--- src/hw/rtl/msp_ram.sv ---
`timescale 1ns / 1ps
module msp_ram #(
  parameter int WIDTH = 16,
  parameter int DEPTH = 24,
  localparam int ADDR_W = (DEPTH > 1) ? $clog2(DEPTH) : 1
) (
  input  logic              clk,
  input  logic              we,
  input  logic [ADDR_W-1:0] waddr,
  input  logic [WIDTH-1:0]  wdata,
  input  logic [ADDR_W-1:0] raddr,
  output logic [WIDTH-1:0]  rdata
);

  logic [WIDTH-1:0] mem [DEPTH];

  always_ff @(posedge clk) begin
    if (we) begin
      mem[waddr] <= wdata;
    end
    rdata <= mem[raddr];
  end

endmodule

--- config.mk ---
export PLATFORM = sky130hd
export DESIGN_NAME = msp_ram
export DESIGN_NICKNAME = d
export VERILOG_FILES = /design/src/hw/rtl/msp_ram.sv
export SDC_FILE = /design/constraint.sdc
export NUM_CORES = 1
export LEC_CHECK = 0
export BUFFER_PORTS_ARGS = -buffer_cell sky130_fd_sc_hd__buf_4
export CORE_UTILIZATION = 56
export DETAILED_ROUTE_END_ITERATION = 8
export GPL_ROUTABILITY_DRIVEN = 0
export PLACE_DENSITY = 0.75
export SYNTH_ARGS = -nofsm -noshare
export SYNTH_HDL_FRONTEND = slang
export SYNTH_SLANG_ARGS = --single-unit
--- constraint.sdc ---
create_clock -name clk -period 1.9 [get_ports clk]
set_input_delay 0.095 -clock clk [delete_from_list [all_inputs] [get_ports clk]]
set_output_delay 0.095 -clock clk [all_outputs]
set_load 0.005 [all_outputs]
==> impl_metrics.tcl, run 1 <==
set metrics [dict create \
    crit_path_max_incr_delay_ns 0.48 \
    dp_hpwl_um 19260 \
    num_vias 7406 \
    cpMaxStageDelayCell "mux4_2" \
    num_rows 60 \
    crit_path_start "mem[12][14]" \
    finalSetupViolCount 0 \
    cts_tree "yes" \
    vias_per_cell 6.177 \
    overflow 0 \
    nFillCells 1661 \
    max_freq_ghz 0.6573 \
    finalCoreUtilization 0.6578 \
    layout_min_cycle_time_ns 1.521 \
    die_h_um 167.0 \
    status "complete, but fails checks" \
    period_share 0.8007 \
    root_buffer "clkbuf_16" \
    clk_latency_ns 0.52 \
    synth_nets 751 \
    cts_resized 0 \
    ff_latch_area_mm2 0.01185 \
    worstPathArrival_ns 1.90 \
    dpl.cell_count 1113 \
    nNetsFinal 858 \
    crit_required_ns 2.28 \
    grt_pass1_wl_um 47660 \
    drcViolationCount 1 \
    num_io_pins 44 \
    crit_buf_inv 0 \
    antennaDiodeCount 0 \
    cts_buffers 39 \
    critPathTopFamily "multiplexers" \
    grt_use_total 0.2317 \
    yosysSeqAreaShare 0.7769 \
    synthToLayoutAreaGrowth_pct 15.57 \
    grt_pass1_vias 7804 \
    rsz0062_at_grt "false" \
    start_util 0.5692 \
    htreeDepth 2 \
    fin_skew_ns 0.01926 \
    netlist_area_mm2 0.01525 \
    leakage_nw 5.874 \
    core_area_mm2 0.02680 \
    dp_worst_setup_slack_ns 0.09636 \
    setup_tns_ns 0 \
    synth_area_per_cell_um2 21.10 \
    synth.ff_latch_count 400 \
    hold_path.class "input pin to register" \
    drtAntennaViolNets 0 \
    drv_cap 0 \
    worstPathMaxFanout 1 \
    cts.path.max_buffers 3 \
    finalInstanceArea_mm2 0.01763 \
    crit_chain "mux4_2, a2bb2oi_1, nand3_1, o311ai_0" \
    synthDistinctLibCells 24 \
    multi_input_area_mm2 0.003148 \
    layout-drive-gt1-share 0.2541 \
    yosys_warnings 0 \
    detailed_place.area_mm2 0.01623 \
    dr.pass1.iters 7 \
    worst_hold_startpoint "raddr[4]" \
    hold_slack_ns 0.08270 \
    drtIter0Drc 795 \
    post-cts-setup-buffer-count 0 \
    fin_total_pwr_mw 18.28 \
    slew_headroom 0.5993 \
    violations "DRC" \
    tightestPinTransition_ns 0.5999 \
    cts_hold_buf 17 \
    critPathKind "register to register" \
    wirelength_um 31050 \
    dieArea_mm2 0.02790 \
    stdcell_count 1199 \
    die_x_um 167.0 \
    start_kind "register" \
    grt_max_degree 34 \
    power-per-cell-area_mw_per_mm2 1037 \
    synthCells 723 \
    finalHoldViolCount 0 \
    wl_per_cell_um 25.89 \
    layout_setup_ws_ns 0.3787 \
    clk_pin_slew_ns 0.06 \
    slew_viol_final 0 \
    worst_setup_path_end_kind "register" \
    cts_sinks 400 \
    r2r-start "mem[12][14]" \
    ir_drop_mv 0.5683 \
    antenna_found_initial 0 \
    io_buffer_count 43 \
]
==> cells in the mapped netlist, drive strengths merged <==
cell type / count / area share
dfxtp: 16 / 0.021
or3b: 2 / 0.0011
a2bb2oi: 16 / 0.0092
mux4: 64 / 0.094
edfxtp: 384 / 0.76
clkbuf: 12 / 0.0030
buf: 30 / 0.014
and2: 2 / 0.00082
a22oi: 16 / 0.0079
nand2: 18 / 0.0044
nand3b: 4 / 0.0020
o311ai: 16 / 0.0092
nand3: 17 / 0.0056
or3: 1 / 0.00041
o211ai: 16 / 0.011
nor2: 26 / 0.0064
nor2b: 3 / 0.0012
mux2i: 80 / 0.052
==> flip-flops by register name, summed over array words and instances, names as in the netlist <==
| name | count |
|---|---|
| rdata | 16 |
| mem | 384 |
==> worst paths after layout <==
path | depth (start not counted) | slack [ns] | end
worst max register to register | 4 | 0.38 | rdata[14]
worst min-delay path | 3 | 0.08 | rdata[6]
worst max-delay path | 4 | 0.38 | rdata[14]
worst min register to register | 3 | 0.71 | rdata[6]
==> power by group <==
part	internal, mW	switching, mW	total, mW
combinational	0.436	0.548	0.984
clock	4.39	3.06	7.45
sequential	9.80	0.0491	9.85
total	14.6	3.66	18.3
==> logic make-up after synthesis <==
logic type / count (synthesis) / synth area share
compound gates: 64 / 0.03740
buf+inv: 42 / 0.01673
flops: 400 / 0.7769
mux: 144 / 0.1470
simple gates: 73 / 0.02198
==> layout by cell type, fill, tap and decap left out, drive strengths merged <==
cell type    instances
bufinv               3
nand3               17
edfxtp             384
nor2b                3
dlygate4sd3         17
clkinv              11
or3                  1
nand2               18
dfxtp               16
o211ai              16
a2bb2oi             16
inv                  1
nor2                26
o311ai              16
clkinvlp             1
clkbuf              53
or3b                 2
a22oi               16
mux2i               80
buf                 91
and2                 2
mux4                64
nand3b               4
==> final cells by class <==
cell class | count | share of cell area
clock buffers | 53 | 0.06132
clock inverters | 16 | 0.008659
multi-input cells | 281 | 0.1786
flip-flops and latches | 400 | 0.6723
well taps | 341 | 0.02420
repair buffers | 108 | 0.05500
==> metal layers <==
layer,GRT usage,wire (um)
met4,0.06401,638
met3,0.04420,2300
met1,0.3104,12550
met5,0,0
met2,0.3915,15550
==> worst min-delay path, delay by kind of cell <==
family / cells / cell delay [ns]
buf+inv: 1 / 0.25
compound gates: 2 / 0.19
No activity file was read; power rests on OpenSTA's default activity.
==> inputs of run 2 (changes only) <==
--- a/config.mk
+++ b/config.mk
@@ -6,10 +6,10 @@
 export NUM_CORES = 1
 export LEC_CHECK = 0
 export BUFFER_PORTS_ARGS = -buffer_cell sky130_fd_sc_hd__buf_4
-export CORE_UTILIZATION = 56
+export CORE_UTILIZATION = 60
 export DETAILED_ROUTE_END_ITERATION = 8
 export GPL_ROUTABILITY_DRIVEN = 0
-export PLACE_DENSITY = 0.75
+export PLACE_DENSITY = 0.76
 export SYNTH_ARGS = -nofsm -noshare
 export SYNTH_HDL_FRONTEND = slang
 export SYNTH_SLANG_ARGS = --single-unit
==> constraint.sdc (replaced) <==
create_clock -name clk -period 1.4 [get_ports clk]
set_input_delay 0.07 -clock clk [delete_from_list [all_inputs] [get_ports clk]]
set_output_delay 0.07 -clock clk [all_outputs]
set_load 0.005 [all_outputs]
==> run 2 against run 1 <==
The run ends with setup timing left. Worst setup slack got worse by 0.56 ns. Clock skew fell by 0.0076 ns. Fmax fell by 3.7%. Worst hold slack improved by 0.024 ns. Register-to-register slack got worse by 0.56 ns. Sequential share of layout area fell by 3.0 points. Non-clock buffer count rose by 21. Cell area rose by 4.6%. Total power rose by 39%.
==> impl_metrics.tcl, run 2 (synthesized netlist as in run 1, its figures left out) <==
set metrics [dict create \
    die_h_um 161.5 \
    post-cts-setup-buffer-count 0 \
    hold_path.class "input pin to register" \
    worst_hold_startpoint "raddr[3]" \
    worst_setup_path_end_kind "register" \
    cpMaxStageDelayCell "mux4_2" \
    clk_latency_ns 0.52 \
    start_util 0.6200 \
    num_rows 57 \
    worstPathMaxFanout 1 \
    largest_register_ffs 384 \
    grt_pass1_vias 8010 \
    antenna_found_initial 0 \
    start_kind "register" \
    grt_use_total 0.2700 \
    cts_sinks 400 \
    layout-drive-gt1-share 0.3367 \
    regMostFlops "mem" \
    rrSetupSlack_ns -0.18 \
    worstPathArrival_ns 1.95 \
    core_area_mm2 0.02460 \
    rr_worst_depth 4 \
    slew_headroom 0.3436 \
    layout.cells.most_common "edfxtp_1" \
    wirelength_um 33630 \
    synthToLayoutAreaGrowth_pct 20.94 \
    num_io_pins 44 \
    finalHoldViolCount 0 \
    fin_skew_ns 0.01168 \
    overflow 0 \
    drcViolationCount 0 \
    crit_path_max_incr_delay_ns 0.57 \
    dr.pass1.iters 5 \
    crit_buf_inv 0 \
    crit_chain "mux4_2, a2bb2oi_4, nand3_4, o311ai_4" \
    vias_per_cell 6.333 \
    dpl.cell_count 1118 \
    cts_tree "yes" \
    layout_setup_ws_ns -0.1802 \
    crit_required_ns 1.77 \
    drtAntennaViolNets 0 \
    min_path_cells 2 \
    r2r-start "mem[13][1]" \
    rsz0062_at_grt "true" \
    max_freq_ghz 0.6328 \
    htreeDepth 2 \
    antennaDiodeCount 0 \
    clk_pin_slew_ns 0.06 \
    stdcell_count 1206 \
    cts_buffers 40 \
    slew_viol_final 0 \
    nNetsFinal 880 \
    wl_per_cell_um 27.89 \
    critPathKind "register to register" \
    power-per-cell-area_mw_per_mm2 1373 \
    nFillCells 1344 \
    die_x_um 161.5 \
    num_vias 7637 \
    ir_drop_mv 1.210 \
    critPathTopFamily "multiplexers" \
    root_buffer "clkbuf_16" \
    drtIter0Drc 710 \
    layout_min_cycle_time_ns 1.580 \
    grt_pass1_wl_um 50430 \
    min_to "rdata[1]" \
    io_buffer_count 43 \
    cts.path.max_buffers 3 \
    period_share 1.129 \
    leakage_nw 6.130 \
    grt_max_degree 33 \
    status "complete, but fails checks" \
    fin_total_pwr_mw 25.34 \
    setup_tns_ns -1.032 \
    violations "setup timing" \
    top_regs "mem (384), rdata (16)" \
    dp_hpwl_um 19920 \
    rr_endpoint "rdata[1]" \
    drv_cap 0 \
    dieArea_mm2 0.02607 \
    tightestPinTransition_ns 0.9846 \
    finalSetupViolCount 15 \
    final_cell_mix "edfxtp_1 (384), buf_4 (80), mux2i_1 (78), mux4_2 (64), clkbuf_16 (41)" \
]
-- run 2: changes by cell type in the layout (fill, tap and decap cells not counted), sizes merged --
cell	before	now
clkinv	11	10
dlygate4sd3	17	16
inv	1	0
buf	91	113
clkinvlp	1	3
clkbuf	53	56
-- run 2: power by group --
group	switching [mW]	internal, mW	leakage [nW]
registers	0.0771	13.3	3.59
logic	0.866	0.709	1.91
clock network	4.19	6.19	0.626
-- run 2: what timing repair did --
action	4_1_cts	5_1_grt
endpoints found under the hold margin	384	0
pin swaps	20	16
setup endpoints to repair	15	16
hold buffers	16	0
resized for setup	39	5
-- run 2: cell type report --
cell class	instances	area (um2)	area share
sequential	400	11850	0.6424
timing repair buffer	129	1413	0.07657
tap	324	405.4	0.02197
multi-input combinational	281	3490	0.1891
clock inverter	16	157.7	0.008545
clock buffer	56	1132	0.06138
-- run 2: how the worst max path moves through the flow --
| stage | depth (start not counted) | to | from | slack, ns |
|---|---|---|---|---|
| after detailed placement | 6 | rdata[14] | raddr[0] | -0.44 |
| after global routing | 3 | rdata[14] | mem[21][14] | -0.20 |
| after floorplan | 2 | mem[1][0] | waddr[2] | -0.21 |
| final | 4 | rdata[1] | mem[13][1] | -0.18 |
| after global placement | 6 | rdata[14] | raddr[0] | -0.40 |
| after CTS | 3 | rdata[14] | mem[16][14] | -0.17 |
-- run 2: layer usage --
layer | part of all wire | global-route usage
met1 | 0.39 | 0.3807
met2 | 0.51 | 0.4459
met3 | 0.082 | 0.04160
met4 | 0.023 | 0.07504
met5 | 0 | 0
-- run 2: per-stage QoR --
step | area [um2] | util | hold slack (ns) | worst slack [ns]
final | 18450 | 0.7498 | 0.1068 | -0.1802
after floorplan | 15340 | - | 0.1689 | -0.2065
after global routing | 18450 | 0.7498 | 0.09673 | -0.1953
after global placement | 16740 | 0.6803 | 0.4269 | -0.4019
after CTS | 18410 | 0.7483 | 0.08474 | -0.1724
after detailed placement | 16740 | 0.6803 | 0.4602 | -0.4412
